File: config.mk
export PLATFORM = sky130hd
export DESIGN_NAME = schema_size_registry
export DESIGN_NICKNAME = d
export VERILOG_FILES = /design/src/sv/ssr_pkg.sv /design/src/sv/ssr_table.sv /design/src/sv/schema_size_registry.sv
export VERILOG_INCLUDE_DIRS = /design/src /design/src/sv
export SDC_FILE = /design/constraint.sdc
export NUM_CORES = 1
export LEC_CHECK = 0
export ABC_AREA = 1
export CAP_MARGIN = 0
export CORE_ASPECT_RATIO = 1.2
export CORE_MARGIN = 2
export CORE_UTILIZATION = 40
export CTS_CLUSTER_DIAMETER = 100
export DETAILED_ROUTE_END_ITERATION = 16
export DONT_BUFFER_PORTS = 1
export GPL_TIMING_DRIVEN = 0
export PLACE_DENSITY = 0.6
export SLEW_MARGIN = 20
export SYNTH_ARGS = -nofsm -noshare
export SYNTH_HDL_FRONTEND = slang
export SYNTH_SLANG_ARGS = --single-unit
File: constraint.sdc
create_clock -name clk -period 10.25 [get_ports clk]
set_input_delay 0.5125 -clock clk [delete_from_list [all_inputs] [get_ports clk]]
set_output_delay 0.5125 -clock clk [all_outputs]
set_load 0.02 [all_outputs]
File: src/sv/assert_macros.svh
// ----------------------------------------------------------------------------
// Assertion macros
// Shared concurrent assertion forms, clocked on clk and disabled in reset.
// ----------------------------------------------------------------------------
`ifndef ASSERT_MACROS_SVH
`define ASSERT_MACROS_SVH

// The consequent must hold in the same cycle as the antecedent.
`define ASSERT_IMP(lbl, ante, cons) \
	lbl: assert property (@(posedge clk) disable iff (!arst_n) (ante) |-> (cons)) \
		else $error("assertion failed");

// The consequent must hold in the cycle after the antecedent.
`define ASSERT_NXT(lbl, ante, cons) \
	lbl: assert property (@(posedge clk) disable iff (!arst_n) (ante) |=> (cons)) \
		else $error("assertion failed");

`endif

File: src/sv/ssr_pkg.sv
// ----------------------------------------------------------------------------
// Schema size registry package
// Field widths, request and status codes and the table entry type.
// ----------------------------------------------------------------------------
package ssr_pkg;

	localparam int MAX_ENTRIES_DEF = 16;
	localparam int ID_W            = 16;
	localparam int SIZE_W          = 16;
	localparam int COUNT_W         = 5;

	localparam logic REQ_REGISTER = 1'b0;
	localparam logic REQ_CHECK    = 1'b1;

	typedef enum logic [1:0] {
		ST_OK       = 2'd0,
		ST_UNKNOWN  = 2'd1,
		ST_FULL     = 2'd2,
		ST_MISMATCH = 2'd3
	} status_t;

	typedef struct packed {
		logic [ID_W-1:0]   id;
		logic [SIZE_W-1:0] size;
	} entry_t;

endpackage

File: src/sv/ssr_table.sv
// ----------------------------------------------------------------------------
// Schema table memory
// Single-port-write, single-read synchronous memory of id and size pairs.
// ----------------------------------------------------------------------------
module ssr_table #(
	parameter int DEPTH = ssr_pkg::MAX_ENTRIES_DEF,
	parameter int IW    = (DEPTH > 1) ? $clog2(DEPTH) : 1
) (
	input  logic           clk,
	input  logic [IW-1:0]  rd_addr,
	output ssr_pkg::entry_t rd_data,
	input  logic           wr_en,
	input  logic [IW-1:0]  wr_addr,
	input  ssr_pkg::entry_t wr_data
);

	ssr_pkg::entry_t mem [DEPTH];
	ssr_pkg::entry_t rd_q;

	always_ff @(posedge clk) begin
		if (wr_en) begin
			mem[wr_addr] <= wr_data;
		end
		rd_q <= mem[rd_addr];
	end

	assign rd_data = rd_q;

endmodule

File: src/sv/schema_size_registry.sv
// ----------------------------------------------------------------------------
// Schema size registry
// Maps schema ids to expected payload sizes; registers, updates and checks.
// ----------------------------------------------------------------------------
// Channel   Direction  Transfer when     Ports
// request   in         start && !busy    req_type, schema, len
// result    out        done              status, expected_size, entry_count
//
// A request walks the filled entries through the table memory, one entry per
// cycle behind the registered table read. Busy ends after a match at some entry,
// after the last filled entry misses, or without any read when the table is
// empty; the result strobe is high in the first cycle with busy low, and a new
// request may be transferred in that same cycle. Reset empties the
// table at once through the fill count. The receiver cannot stall the result.
// ----------------------------------------------------------------------------
`include "assert_macros.svh"

module schema_size_registry #(
	parameter int MAX_ENTRIES = ssr_pkg::MAX_ENTRIES_DEF
) (
	input  logic                         clk,
	input  logic                         arst_n,
	input  logic                         start,
	output logic                         busy,
	input  logic                         req_type,
	input  logic [ssr_pkg::ID_W-1:0]     schema,
	input  logic [ssr_pkg::SIZE_W-1:0]   len,
	output logic                         done,
	output logic [1:0]                   status,
	output logic [ssr_pkg::SIZE_W-1:0]   expected_size,
	output logic [ssr_pkg::COUNT_W-1:0]  entry_count
);

	localparam int IW = (MAX_ENTRIES > 1) ? $clog2(MAX_ENTRIES) : 1;
	localparam int CW = $clog2(MAX_ENTRIES + 1);

	typedef enum logic [1:0] {
		S_IDLE = 2'b01,
		S_SCAN = 2'b10
	} state_t;

	state_t                      state_q;
	logic                        req_q;
	logic [ssr_pkg::ID_W-1:0]    id_q;
	logic [ssr_pkg::SIZE_W-1:0]  size_q;
	logic [CW-1:0]               cnt_q;
	logic [IW-1:0]               ptr_q;
	logic                        pend_s1;
	logic [IW-1:0]               addr_s1;

	logic                        done_q;
	ssr_pkg::status_t            status_q;
	logic [ssr_pkg::SIZE_W-1:0]  expected_q;
	logic [ssr_pkg::COUNT_W-1:0] count_out_q;

	ssr_pkg::entry_t             rd_entry;
	ssr_pkg::entry_t             wr_entry;
	logic                        wr_en;
	logic [IW-1:0]               wr_addr;

	logic                        accept_w;
	logic                        hit_w;
	logic                        last_w;
	logic                        decide_w;
	logic                        more_w;
	ssr_pkg::status_t            status_n;
	logic [ssr_pkg::SIZE_W-1:0]  expected_n;
	logic [CW-1:0]               cnt_n;

	ssr_table #(
		.DEPTH (MAX_ENTRIES),
		.IW    (IW)
	) u_table (
		.clk     (clk),
		.rd_addr (ptr_q),
		.rd_data (rd_entry),
		.wr_en   (wr_en),
		.wr_addr (wr_addr),
		.wr_data (wr_entry)
	);

	assign busy     = (state_q != S_IDLE);
	assign accept_w = start && !busy;
	assign hit_w    = pend_s1 && (rd_entry.id == id_q);
	assign last_w   = pend_s1 && ((CW'(addr_s1) + CW'(1)) == cnt_q);
	assign decide_w = (state_q == S_SCAN) && ((cnt_q == '0) || hit_w || last_w);
	assign more_w   = (CW'(ptr_q) + CW'(1)) < cnt_q;

	assign wr_entry.id   = id_q;
	assign wr_entry.size = size_q;

	always_comb begin
		status_n   = ssr_pkg::ST_OK;
		expected_n = '0;
		cnt_n      = cnt_q;
		wr_en      = 1'b0;
		wr_addr    = addr_s1;
		if (req_q == ssr_pkg::REQ_REGISTER) begin
			if (hit_w) begin
				wr_en      = decide_w;
				expected_n = size_q;
			end else if (cnt_q == CW'(MAX_ENTRIES)) begin
				status_n = ssr_pkg::ST_FULL;
			end else begin
				wr_en   = decide_w;
				wr_addr = cnt_q[IW-1:0];
				cnt_n   = cnt_q + CW'(1);
			end
		end else begin
			if (!hit_w) begin
				status_n = ssr_pkg::ST_UNKNOWN;
			end else begin
				expected_n = rd_entry.size;
				if (rd_entry.size != size_q) begin
					status_n = ssr_pkg::ST_MISMATCH;
				end
			end
		end
	end

	always_ff @(posedge clk or negedge arst_n) begin
		if (!arst_n) begin
			state_q <= S_IDLE;
			cnt_q   <= '0;
			pend_s1 <= 1'b0;
			done_q  <= 1'b0;
		end else begin
			done_q <= decide_w;
			case (state_q)
				S_IDLE: begin
					pend_s1 <= 1'b0;
					if (accept_w) begin
						state_q <= S_SCAN;
					end
				end
				S_SCAN: begin
					if (decide_w) begin
						state_q <= S_IDLE;
						pend_s1 <= 1'b0;
						cnt_q   <= cnt_n;
					end else begin
						pend_s1 <= 1'b1;
					end
				end
				default: begin
					state_q <= S_IDLE;
					pend_s1 <= 1'b0;
				end
			endcase
		end
	end

	always_ff @(posedge clk) begin
		if (accept_w) begin
			req_q  <= req_type;
			id_q   <= schema;
			size_q <= len;
			ptr_q  <= '0;
		end else if ((state_q == S_SCAN) && more_w) begin
			ptr_q <= ptr_q + IW'(1);
		end
		addr_s1 <= ptr_q;
		if (decide_w) begin
			status_q    <= status_n;
			expected_q  <= expected_n;
			count_out_q <= ssr_pkg::COUNT_W'(cnt_n);
		end
	end

	assign done          = done_q;
	assign status        = status_q;
	assign expected_size = expected_q;
	assign entry_count   = count_out_q;

	`ASSERT_IMP(a_done_after_busy, $fell(busy), done)
	`ASSERT_IMP(a_busy_before_done, done, $fell(busy))
	`ASSERT_IMP(a_count_bound, 1'b1, cnt_q <= CW'(MAX_ENTRIES))
	`ASSERT_IMP(a_scan_in_range, pend_s1, CW'(addr_s1) < cnt_q)
	`ASSERT_IMP(a_full_only_when_full, done && (status_q == ssr_pkg::ST_FULL), cnt_q == CW'(MAX_ENTRIES))
	`ASSERT_NXT(a_append_grows, decide_w && (cnt_n != cnt_q), cnt_q == $past(cnt_q) + CW'(1))

endmodule
# [Word level (Yosys, flattened, before mapping)]
# Memory sizes are Yosys's and may differ from the RTL's. A register that Yosys moved wholly into a read port is not among the register bits.
# Cells that the tools add are included.
# W data, S select, Z words.
[word_totals] reg_bits=73 ram_bits=512 inputBits=36 out_inout_bits=25 elab_cells=62 mem_count=1
[memory_table] name="u_table.mem" words=16 width=32 rd=1 rd_ports_with_merged_regs=1 wr=1 line="ssr_table.sv:17" source="ssr_pkg::entry_t mem [DEPTH];"
[op_classes] n_addsub=4 n_lt_le_gt_ge=1 n_eq_ne=9 n_mux=24 n_reduce_logical=11
[ops] cell="$mux W16" count=3
[ops] cell="$eq A16 B16 Y1" count=1
[ops] cell="$ne A16 B16 Y1" count=1
[ops] cell="$mux W5" count=3
[ops] cell="$mux W2" count=7
[ops] cell="$mux W4" count=3
[ops] cell="$add A4 B1 Y5 const B" count=2
[ops] cell="$mux W1" count=7
[ops] cell="$add A5 B1 Y5 const B" count=1
[ops] cell="$eq A5 B5 Y1" count=1
[ops] cell="$eq A5 B5 Y1 const B" count=1
[ops] cell="$logic_and A1 B1 Y1" count=5
[ops] cell="$logic_not A5 Y1" count=1
[ops] cell="$lt A5 B5 Y1" count=1
[ops] cell="$add A4 B1 Y4 const B" count=1
[ops] cell="$ne A2 B2 Y1 const B" count=2
[ops] cell="$pmux W2 S2" count=1
[ops] cell="$reduce_and A2 Y1" count=2
[ops] cell="$eq A2 B1 Y1 const B" count=1
[ops] cell="$eq A2 B2 Y1 const B" count=1
[ops] cell="$logic_or A1 B1 Y1" count=2
[ops] cell="$ne A2 B1 Y1 const B" count=1
[ops] cell="$logic_not A1 Y1" count=1

# [Logic depth before layout (Yosys ltp)]
# Gate-level depths: netlist (run 1).
[logic_depth] depth_word=10 ltp_mapped=14 depth_no_buf=14

# [By module]
# A second synthesis (run 1) with hierarchy kept.
[unflattened] hier_cells=2553 area_unflattened_um2=26516.7
[modules_own_cells] module="ssr_table" instances=1 cells_each=2120 area_each_um2=22730.6 seq_area_each_um2=16015.4
[modules_own_cells] module="schema_size_registry" instances=1 cells_each=433 area_each_um2=3786.1 seq_area_each_um2=2068.2

# [Worst setup path before layout (run 1)]
# No wires, ideal clock.
[synth_path] path_type="reg2reg" from="register id_q[15] (netlist name)" to="memory u_table.mem[0][0] (netlist name), enable pin" setup_ns=0.421 t_arrival_ns=2.947 t_required_ns=9.829 path_slack_ns=6.882 stages_incl_launch_ff=13 path_buffers=0 synth_period_minus_slack_ns=3.368 cell_sequence="edfxtp_1 inv_1 nand2_2 nand2_1 inv_2 nand3_2 nor2_4 nand3_4 nand2_1 nand2_2 nor2_8 nand3_2 nor2_1"
[synth_via] elab_chain_cells=10 elab_cells_between_ends=12 cone_classes="eq/ne: 1; mux: 7; reduce/logical: 4"
[synth_rtl] item="from (decl)" line="schema_size_registry.sv:44" source="logic [ssr_pkg::ID_W-1:0] id_q;"
[synth_rtl] item="from (signal assigned)" line="schema_size_registry.sv:156" source="id_q <= schema;"
[synth_rtl] item="$eq A16 B16 Y1 (*)" line="schema_size_registry.sv:84" source="assign hit_w = pend_s1 && (rd_entry.id == id_q);"
[synth_rtl] item="$logic_and A1 B1 Y1 (*)" line="schema_size_registry.sv:84"
[synth_rtl] item="$logic_or A1 B1 Y1 (2 in series)" line="schema_size_registry.sv:86" source="assign decide_w = (state_q == S_SCAN) && ((cnt_q == '0) || hit_w || last_w);"
[synth_rtl] item="$logic_and A1 B1 Y1" line="schema_size_registry.sv:86"
[synth_rtl] item="$mux W1" line="schema_size_registry.sv:102" source="end else if (cnt_q == CW'(MAX_ENTRIES)) begin"
[synth_rtl] item="$mux W1" line="schema_size_registry.sv:99" source="if (hit_w) begin"
[synth_rtl] item="$mux W1" line="schema_size_registry.sv:98" source="if (req_q == ssr_pkg::REQ_REGISTER) begin"
[synth_rtl] item="$mux W1" line="ssr_table.sv:21" source="if (wr_en) begin"
[synth_rtl] item="$mux W1 (implied by the code)" line="ssr_table.sv:22" source="mem[wr_addr] <= wr_data;"
[synth_rtl] item="to (decl)" line="ssr_table.sv:17"
# Mark *: on every way between the ends. The rest lies on a longest branch, timed or not.

# [Worst setup path in the final report (run 1)]
[layout_path] from="register ptr_q[3]" to="register ptr_q[2]"
[layout_via] elab_chain_cells=3
[layout_rtl] item="from (decl)" line="schema_size_registry.sv:47" source="logic [IW-1:0] ptr_q;"
[layout_rtl] item="from (signal assigned)" line="schema_size_registry.sv:160" source="ptr_q <= ptr_q + IW'(1);"
[layout_rtl] item="$add A4 B1 Y5" line="schema_size_registry.sv:87" source="assign more_w = (CW'(ptr_q) + CW'(1)) < cnt_q;"
[layout_rtl] item="$lt A5 B5 Y1" line="schema_size_registry.sv:87"
[layout_rtl] item="$logic_and A1 B1 Y1" line="schema_size_registry.sv:159" source="end else if ((state_q == S_SCAN) && more_w) begin"
# Every way passes these cells.
# A chain may end at the register's enable or synchronous reset.

==> results of run 1 <==
## worst max-delay path, stage by stage (launching register included)
cell	delay, ns
dfxtp_1	0.34
clkbuf_1	0.34
clkinv_1	0.60
buf_1	0.57
nor2_1	0.41
ha_1	0.31
nand2_1	0.10
nor2_1	0.05
o21ai_1	0.07
o2111ai_1	0.33
o21ai_0	0.30
a21oi_1	0.06
## state kept, by name, summed over array words and instances (netlist names)
register         cells
u_table.mem        512
done                 1
size_q              16
expected_size       16
cnt_q                5
entry_count          5
id_q                16
u_table.rd_data     32
status               2
state_q              2
ptr_q                4
req_q                1
pend_s1              1
addr_s1              4
## cells in the mapped netlist
| library cell | number |
|---|---|
| nand3_1 | 60 |
| o221ai_1 | 108 |
| nor2_2 | 2 |
| and2_1 | 1 |
| nand2_1 | 170 |
| o21ai_1 | 13 |
| clkbuf_1 | 72 |
| nand3_2 | 5 |
| nor2_1 | 306 |
| ha_1 | 8 |
| nor2_8 | 1 |
| o22ai_1 | 20 |
| nor4_1 | 2 |
| nor2_4 | 1 |
| buf_2 | 31 |
| nor3_1 | 3 |
| nand3b_1 | 1 |
| or2_2 | 1 |
| buf_1 | 5 |
| a31oi_1 | 1 |
| buf_4 | 1 |
| nand2_4 | 1 |
| o211ai_1 | 20 |
| xnor2_1 | 15 |
| nand3_4 | 2 |
| nand2_2 | 5 |
| edfxtp_1 | 568 |
| dfrtp_1 | 8 |
| a21oi_1 | 22 |
| dfxtp_1 | 40 |
| o2111ai_1 | 1 |
| o21ai_0 | 257 |
| xor2_1 | 5 |
| inv_1 | 53 |
| nand4_1 | 17 |
| clkinv_1 | 1 |
| inv_2 | 13 |
| a211oi_1 | 1 |
| dfstp_2 | 1 |
| buf_6 | 1 |
| a21boi_2 | 1 |
## cell usage in the layout (no fill, tap or decap), types with 9 or more instances in the layout
cell type      instances
nand3_1               60
nor2_1               290
o211ai_1              20
inv_2                 14
buf_16                10
a21oi_1               22
inv_1                 52
o21ai_1               13
nand4_1               17
o21ai_0              257
dfxtp_1               40
edfxtp_1             568
clkinv_2              15
dlygate4sd3_1         34
nor2_4                17
buf_12                10
clkinv_1               9
o221ai_1             108
nand2_1              170
clkbuf_1              87
xnor2_1               15
clkbuf_16             62
buf_2                 31
o22ai_1               20
## routing by layer
layer | routed length (µm) | vias to the layer above | global-route usage [%]
met5 | 0 | - | 0
met4 | 2782 | 0 | 9.408
met3 | 5304 | 149 | 3.854
met2 | 34610 | 716 | 37.69
met1 | 28390 | 8006 | 28.90
li1 | - | 7080 | -
## report_power, final
part / switching [µW] / leakage (µW) / total, µW / internal (µW)
clock: 960 / 0.000969 / 2210 / 1250
sequential: 238 / 0.00558 / 3230 / 3000
combinational: 1630 / 0.00283 / 2220 / 597
## cell families after synthesis
kind of cell / share of synthesized area, %
AOI/OAI and AO/OA: 11.22
xor gates and xnor gates: 0.7238
adders and majority gates: 0.4136
buffers and inverters: 2.952
DFF: 74.72
and+or+nand+nor: 9.967
## stage by stage
| step | cell area [µm²] | total power, µW | utilization (%) |
|---|---|---|---|
| after global routing | 28100 | 7983 | 47.06 |
| after floorplan | 24200 | 4476 | - |
| after CTS | 28100 | 7657 | 47.06 |
| after global placement | 25200 | 5393 | 42.21 |
| final | 28100 | 7672 | 47.06 |
| after detailed placement | 25800 | 5454 | 43.20 |
## worst max-delay path by stage
| stage | depth (start not counted) | slack, ns | to |
|---|---|---|---|
| after floorplan | 12 | 6.88 | u_table.mem[0][0] |
| after global placement | 12 | 4.55 | u_table.mem[8][19] |
| after detailed placement | 13 | 6.73 | u_table.mem[7][17] |
| final | 11 | 6.63 | ptr_q[2] |
| after global routing | 13 | 6.45 | u_table.mem[6][19] |
| after CTS | 13 | 6.71 | u_table.mem[7][17] |
## final cells by class
cell class / count / share of cell area [%]
tap: 800 / 3.562
inverter: 67 / 0.8949
clock buffer: 83 / 6.015
multi-input combinational: 1050 / 19.66
clock inverter: 32 / 0.9750
timing repair buffer: 54 / 2.903
sequential: 617 / 64.35
buffer: 110 / 1.647
==> impl_metrics.tcl, run 1 <==
set metrics [dict create \
    status "finished clean" \
    preCtsSetupSlack_ns 6.728 \
    drive_above_1_share_pct 9.687 \
    critPathKind "flop to flop" \
    cts_root_buf "clkbuf_16" \
    wl_mm 71.08 \
    max_freq_mhz 276.4 \
    finalNonFillerCells 2813 \
    yosysSeqAreaShare_pct 74.72 \
    dr.pass1.iters 5 \
    max_slew_margin_pct 30.65 \
    nets 2005 \
    yosys-top-cells-area "edfxtp_1 70%, o21ai_0 5.3%, nor2_1 4.7%, o221ai_1 3.9%, dfxtp_1 3.3%" \
    p_leak_uw 0.009377 \
    arrival_ns 4.11 \
    grtUsageTotal_pct 22.45 \
    grt_remaining_overflow 0 \
    worst_pin_slew_ns 1.040 \
    synth_seq_cells 617 \
    via_per_inst 5.670 \
    reg2reg_slack_ns 6.63 \
    hold_slack_ns 0.2485 \
    grt_max_degree 31 \
    holdPathEnd "state_q[1]" \
    setup_violations 0 \
    synth_nets 1888 \
    cp-start-kind "flop" \
    synthCells 1844 \
    setup_ws_ns 6.631 \
    hold_start "start" \
    diodes 0 \
    htreeDepth 2 \
    p_per_area_nw_per_um2 273.0 \
    fin_skew_ns 0.02505 \
    timing.rr.end "ptr_q[2]" \
    grt_first_pass_wirelength_mm 102.6 \
    tritoncts.num_buffers 61 \
    yosysWarnings 0 \
    dp_hpwl_mm 46.95 \
    drt_iter0_drc 2003 \
    place_inst 2664 \
    cts_hold_buf 34 \
    whs_path_depth 2 \
    ir_drop_uv 150.7 \
    clkTransAtPathRegs_ns 0.06 \
    setup.worst_path.start "ptr_q[3]" \
    endpoint_kind "flop" \
    coreArea_um2 59710 \
    dieArea_um2 62500 \
    yosysUniqueCellTypes 41 \
    portBuffers 0 \
    synth_area_leader_cell "edfxtp_1" \
    cts_tree "done" \
    area_growth_pct 16.12 \
    worstPathMaxFanout 10 \
    row_count 98 \
    floorplan.initialDensity_pct 40.53 \
    rr_worst_depth 11 \
    finalCritPeriodShare_pct 35.30 \
    clockBufferDepth 3 \
    cts_sinks 617 \
    place_congestion 0.9465 \
    postCtsSetupBuffers 0 \
    slew_viol_final 0 \
    ctsResizeCount 0 \
    multi_input_area_um2 5524 \
    remaining_drc_errors 0 \
    worstSkewPairLatency_ns 0.65 \
    cp.required_ns 10.74 \
    hold_viol 0 \
    avgSynthCellArea_um2 13.12 \
    grt_pass1_vias 15657 \
    wire_per_inst_um 25.27 \
    die_h_um 273.5 \
    syn_area_um2 24200 \
    min_path_type "input pin to flop" \
    chipWidth_um 228.5 \
    regArea_um2 18080 \
    vias 15951 \
    io_pins 61 \
    antenna_found_initial 0 \
    nFillCells 5221 \
    ant_nets 0 \
    rsz0062_at_grt "no" \
    period_needed_ns 3.619 \
    synth_top_area_share_pct 70.48 \
    r2r-start "ptr_q[3]" \
    fin_setup_tns_ns 0 \
    cap_violations 0 \
]
Power figures use the tool's default switching activity.
==> inputs of run 2 (changes only) <==
--- a/config.mk
+++ b/config.mk
@@ -15,7 +15,7 @@
 export DETAILED_ROUTE_END_ITERATION = 16
 export DONT_BUFFER_PORTS = 1
 export GPL_TIMING_DRIVEN = 0
-export PLACE_DENSITY = 0.6
+export PLACE_DENSITY = 0.62
 export SLEW_MARGIN = 20
 export SYNTH_ARGS = -nofsm -noshare
 export SYNTH_HDL_FRONTEND = slang
==> constraint.sdc (replaced) <==
create_clock -name clk -period 3.26 [get_ports clk]
set_input_delay 0.163 -clock clk [delete_from_list [all_inputs] [get_ports clk]]
set_output_delay 0.163 -clock clk [all_outputs]
set_load 0.02 [all_outputs]
==> run 2 against run 1 <==
Against the previous run: non-clock buffer count grew 52; cell count rose by 1.8%; die area stayed put; via count up 2.5%; worst setup slack got worse by 6.4 ns; critical endpoint is now u_table.mem[1][20]; highest routed layer unchanged.
==> impl_metrics.tcl, run 2 (synthesis results as in run 1) <==
set metrics [dict create \
    status "finished clean" \
    wire_per_inst_um 25.10 \
    dieArea_um2 62500 \
    chipWidth_um 228.5 \
    row_count 98 \
    setup_violations 0 \
    p_per_area_nw_per_um2 849.4 \
    hold_viol 0 \
    tritoncts.num_buffers 61 \
    floorplan.initialDensity_pct 40.53 \
    cts_sinks 617 \
    ir_drop_uv 483.7 \
    place_congestion 0.9600 \
    min_path_type "input pin to flop" \
    clkTransAtPathRegs_ns 0.06 \
    final_area_um2 28590 \
    cpMostUsedCell "nand2_1" \
    slew_viol_final 0 \
    wl_mm 71.90 \
    cts_root_buf "clkbuf_16" \
    fin_skew_ns 0.03201 \
    worstSkewPairLatency_ns 0.64 \
    grt_pass1_vias 16246 \
    timing.rr.end "u_table.mem[1][20]" \
    io_pins 61 \
    r2r-start "id_q[6]" \
    drive_above_1_share_pct 11.82 \
    vias 16357 \
    endpoint_kind "flop" \
    critPathKind "flop to flop" \
    dr.pass1.iters 5 \
    finalCritPeriodShare_pct 93.83 \
    clockBufferDepth 3 \
    place_inst 2662 \
    largest_reg_flops 512 \
    path_cells "xnor2_1, nand2_1, nor2_2, nand3_4, nand2_1, nand2_2, nor2_8, nand3_2, nor2_4, buf_12" \
    layout_common_cells "568 x edfxtp_1, 290 x nor2_1, 257 x o21ai_0" \
    cts_tree "done" \
    critPathSlowestCell "edfxtp_1" \
    worst_pin_slew_ns 1.021 \
    antenna_found_initial 0 \
    die_h_um 273.5 \
    grt_remaining_overflow 0 \
    grtUsageTotal_pct 22.75 \
    nets 2057 \
    arrival_ns 3.37 \
    ant_nets 0 \
    drt_iter0_drc 2207 \
    worstPathMaxFanout 18 \
    grt_max_degree 31 \
    hold_slack_ns 0.1543 \
    place_area_um2 25710 \
    period_needed_ns 3.059 \
    via_per_inst 5.709 \
    finalNonFillerCells 2865 \
    htreeDepth 2 \
    crit_end "u_table.mem[1][20]" \
    nFillCells 5133 \
    grt_first_pass_wirelength_mm 104.0 \
    cap_violations 0 \
    rsz0062_at_grt "no" \
    rr_worst_depth 10 \
    setup.worst_path.start "id_q[6]" \
    p_leak_uw 0.009641 \
    reg2reg_slack_ns 0.20 \
    max_freq_mhz 326.9 \
    diodes 0 \
    slowest_delay_ns 0.66 \
    cp.required_ns 3.57 \
    coreArea_um2 59710 \
    max_slew_margin_pct 31.92 \
    cp-start-kind "flop" \
    area_growth_pct 18.12 \
    remaining_drc_errors 0 \
    final_common_cell "edfxtp_1" \
    top_register "u_table.mem" \
    portBuffers 0 \
    dp_hpwl_mm 46.29 \
]
==> run 2: changes by cell type in the layout (fill, tap and decap cells not counted), sizes merged <==
| cell | previous run | this run |
|---|---|---|
| buf | 58 | 108 |
| bufinv | 4 | 7 |
| clkbuf | 155 | 152 |
| clkinv | 25 | 22 |
| clkinvlp | 2 | 4 |
| dlygate4sd3 | 34 | 36 |
| inv | 68 | 69 |
==> run 2: layer usage <==
metal	vias to the layer above	routed length [µm]	track usage (%)
li1	7183	-	-
met1	8079	27500	28.50
met2	890	34610	37.91
met3	205	6315	4.375
met4	0	3474	11.39
met5	-	0	0
==> run 2: worst min-delay path by stage <==
stage / from / end / slack, ns / cells past startpoint
3_3_place_gp: arst_n / cnt_q[2] / -0.13 / 0
5_1_grt: schema[15] / id_q[15] / 0.14 / 1
3_5_place_dp: arst_n / cnt_q[2] / -0.13 / 0
6_report: schema[8] / id_q[8] / 0.15 / 1
2_1_floorplan: arst_n / cnt_q[0] / -0.13 / 0
4_1_cts: schema[15] / id_q[15] / 0.12 / 1
==> run 2: metrics by stage <==
stage	setup WS [ns]	util, %	total power [µW]	setup TNS, ns
after detailed placement	-0.2710	43.06	17130	-62.14
final	0.2013	47.87	24280	0
after floorplan	-0.1079	-	14070	-55.25
after global routing	0.06158	47.87	25290	0
after global placement	-2.385	42.21	16920	-1152.56
after CTS	0.01652	47.52	24150	0
==> run 2: final cells by class <==
class	count	area (µm²)	share of cell area, %
Inverter	67	254.0	0.8885
Clock inverter	35	356.6	1.247
Timing Repair Buffer	107	1286	4.499
Sequential cell	617	18080	63.26
Tap cell	800	1001	3.502
Clock buffer	80	1618	5.659
Buffer	109	461.7	1.615
Multi-Input combinational cell	1050	5524	19.32
==> run 2: timing repair <==
| item | CTS | global route |
|---|---|---|
| hold endpoints to repair | 47 | 0 |
| pin swaps | 15 | 1 |
| gates cloned | 0 | 0 |
| setup buffers | 28 | 25 |
| gates resized for setup | 2 | 4 |
| hold buffers | 36 | 0 |
| endpoints found under the setup margin | 408 | 463 |
==> run 2: worst max-delay path, delay by kind of cell (launching register included) <==
kind                   cells  cell delay, ns
XOR/XNOR                   1            0.36
buffers and inverters      1            0.22
flip-flops                 1            0.66
AND/OR/NAND/NOR            8            1.47
==> run 2: where the power goes <==
part / switching (µW) / leakage [µW] / internal (µW)
Clock: 2980 / 0.000953 / 4040
Sequential: 677 / 0.00558 / 9420
Combinational: 5220 / 0.00310 / 1950
Total: 8880 / 0.00964 / 15400
==> inputs of run 3 (changes only) <==
--- a/config.mk
+++ b/config.mk
@@ -6,16 +6,15 @@
 export SDC_FILE = /design/constraint.sdc
 export NUM_CORES = 1
 export LEC_CHECK = 0
-export ABC_AREA = 1
 export CAP_MARGIN = 0
 export CORE_ASPECT_RATIO = 1.2
 export CORE_MARGIN = 2
-export CORE_UTILIZATION = 40
+export CORE_UTILIZATION = 45
 export CTS_CLUSTER_DIAMETER = 100
 export DETAILED_ROUTE_END_ITERATION = 16
 export DONT_BUFFER_PORTS = 1
 export GPL_TIMING_DRIVEN = 0
-export PLACE_DENSITY = 0.62
+export PLACE_DENSITY = 0.68
 export SLEW_MARGIN = 20
 export SYNTH_ARGS = -nofsm -noshare
 export SYNTH_HDL_FRONTEND = slang
==> run 3 against run 2 <==
Against the previous run: fmax down 5.0%; cell count down 31%; routed wire length down 24%; synthesized area down 3.5%; highest routed layer unchanged.
==> impl_metrics.tcl, run 3 <==
set metrics [dict create \
    cp_num_buf_inv 4 \
    antenna_found_initial 0 \
    wire_per_inst_um 27.47 \
    io_pins 61 \
    dp_hpwl_mm 33.45 \
    row_count 91 \
    worst_pin_slew_ns 0.9926 \
    drive_above_1_share_pct 33.15 \
    dr.pass1.iters 5 \
    arrival_ns 3.54 \
    drt_iter0_drc 1282 \
    ir_drop_uv 369.8 \
    hold_slack_ns 0.1713 \
    tritoncts.num_buffers 58 \
    via_per_inst 5.725 \
    clockBufferDepth 3 \
    ys.flop_type "edfxtp_1" \
    cp-start-kind "flop" \
    place_inst 1775 \
    min_path_type "input pin to flop" \
    area_growth_pct 21.40 \
    synth_nets 1079 \
    avgSynthCellArea_um2 22.56 \
    synth_seq_cells 617 \
    max_freq_mhz 310.5 \
    yosys-top-cells-area "edfxtp_1 73%, mux4_2 15%, dfxtp_1 3.4%, xnor2_1 1.1%, dfrtp_1 0.86%" \
    period_needed_ns 3.220 \
    htreeDepth 2 \
    max_slew_margin_pct 33.82 \
    worstPathMaxFanout 7 \
    yosysWarnings 0 \
    status "finished clean" \
    wl_mm 54.37 \
    cts_root_buf "clkbuf_16" \
    slowest_delay_ns 0.62 \
    clkTransAtPathRegs_ns 0.06 \
    final_area_um2 28340 \
    p_per_area_nw_per_um2 709.9 \
    die_h_um 253.5 \
    syn_area_um2 23350 \
    path_delay_family "simple AND/OR/NAND/NOR gates" \
    fin_setup_tns_ns 0 \
    layout_common_cells "568 x edfxtp_1, 160 x mux4_2, 59 x clkbuf_16" \
    cap_violations 0 \
    synth_area_leader_cell "edfxtp_1" \
    grt_pass1_vias 11787 \
    diodes 0 \
    dieArea_um2 53730 \
    chipWidth_um 211.9 \
    hold_viol 0 \
    final_common_cell "edfxtp_1" \
    place_area_um2 25320 \
    reg2reg_slack_ns 0.04 \
    yosysMostFrequentCell "edfxtp_1" \
    synth_edf_count 568 \
    p_leak_uw 0.009002 \
    nets 1277 \
    floorplan.initialDensity_pct 45.47 \
    worstSkewPairLatency_ns 0.61 \
    path_cells "xnor2_2, nand4_1, buf_4, or4_4, o21ai_4, o21ai_2, a22oi_2, buf_8, buf_8, buf_6" \
    ant_nets 0 \
    grt_first_pass_wirelength_mm 78.48 \
    synthArstFlopShare_pct 1.459 \
    yosysSeqAreaShare_pct 77.45 \
    critPathKind "flop to flop" \
    top_register "u_table.mem" \
    endpoint_kind "flop" \
    critPathSlowestCell "or4_4" \
    ys_top_cells_by_count "568 x edfxtp_1, 160 x mux4_2, 40 x dfxtp_1" \
    remaining_drc_errors 0 \
    grt_remaining_overflow 0 \
    synthCells 1035 \
    cts_tree "done" \
    coreArea_um2 51350 \
    cts_sinks 617 \
    place_congestion 0.8138 \
    fin_skew_ns 0.02329 \
    synth_top_area_share_pct 73.05 \
    finalCritPeriodShare_pct 98.78 \
    cp.required_ns 3.58 \
    yosysUniqueCellTypes 50 \
    largest_reg_flops 512 \
    cpMostUsedCell "buf_8" \
    finalNonFillerCells 1979 \
    vias 11329 \
    grt_max_degree 21 \
    portBuffers 0 \
    grtUsageTotal_pct 20.66 \
    setup_violations 0 \
    slew_viol_final 0 \
]
## run 3: cell types whose count changed after synthesis, sizes merged, moves of 60 or more
| cell | delta |
|---|---|
| o21ai | -262 |
| o221ai | -108 |
| mux4 | +160 |
| nor2 | -278 |
| nand2 | -165 |
| nand3 | -60 |
## run 3: final timing paths
path	cells past startpoint	start	endpoint
min reg2reg	0	ptr_q[3]	addr_s1[3]
min	1	len[1]	size_q[1]
max	10	id_q[13]	u_table.mem[2][14]
max in group asynchronous	2	arst_n	state_q[0]
min in group asynchronous	2	arst_n	cnt_q[2]
max reg2reg	10	id_q[13]	u_table.mem[2][14]
## run 3: per-layer routing
layer	vias up	wire [µm]	global-route usage, %
met5	-	0	0
met3	120	3121	2.756
li1	4739	-	-
met2	509	29120	36.62
met1	5961	20350	25.80
met4	0	1768	8.149
## run 3: layout make-up
| type | count | area (µm²) |
|---|---|---|
| fillers | 3737 | 23010 |
| flip-flops and latches | 617 | 18080 |
| multi-input cells | 364 | 5348 |
| repair buffers | 138 | 1795 |
| clock buffers | 68 | 1530 |
| well taps | 697 | 872.1 |
| clock inverters | 41 | 481.7 |
| plain buffers | 44 | 193.9 |
| inverters | 10 | 37.54 |
## run 3: stage by stage
stage | power, µW | util, % | setup WS [ns]
after global routing | 20800 | 55.20 | -0.01441
after CTS | 20140 | 54.67 | 0.008456
after global placement | 12750 | 47.21 | -3.570
after floorplan | 11920 | - | -0.6671
after detailed placement | 12900 | 49.30 | -1.414
final | 20120 | 55.20 | 0.03986
## run 3: where the power goes
| group | switching [µW] | leakage [µW] | internal [µW] |
|---|---|---|---|
| logic | 1750 | 0.00241 | 1600 |
| registers | 419 | 0.00558 | 9250 |
| clock network | 2880 | 0.00100 | 4220 |
## run 3: cell families (layout without fill, tap and decap cells)
kind of cell | after synthesis | count (layout) | synth area share (%)
DFF | 617 | 617 | 77.45
muxes | 178 | 178 | 16.22
and+or+nand+nor | 86 | 86 | 1.881
buffers and inverters | 54 | 301 | 0.9807
xor gates and xnor gates | 47 | 47 | 1.763
AOI/OAI and AO/OA | 45 | 45 | 1.276
adders and majority gates | 8 | 8 | 0.4287
## run 3: worst register-to-register path, stage by stage (launching register included)
cell,delay (ns)
edfxtp_1,0.50
xnor2_2,0.26
nand4_1,0.12
buf_4,0.18
or4_4,0.62
o21ai_4,0.22
o21ai_2,0.19
a22oi_2,0.32
buf_8,0.20
buf_8,0.16
buf_6,0.16
## run 3: repair_timing
action | 4_1_cts | 5_1_grt
endpoints found under the hold margin | 47 | 0
hold buffers | 36 | 0
resized for setup | 14 | 12
endpoints found under the setup margin | 558 | 427
pin swaps | 14 | 8
buffers inserted | 33 | 26
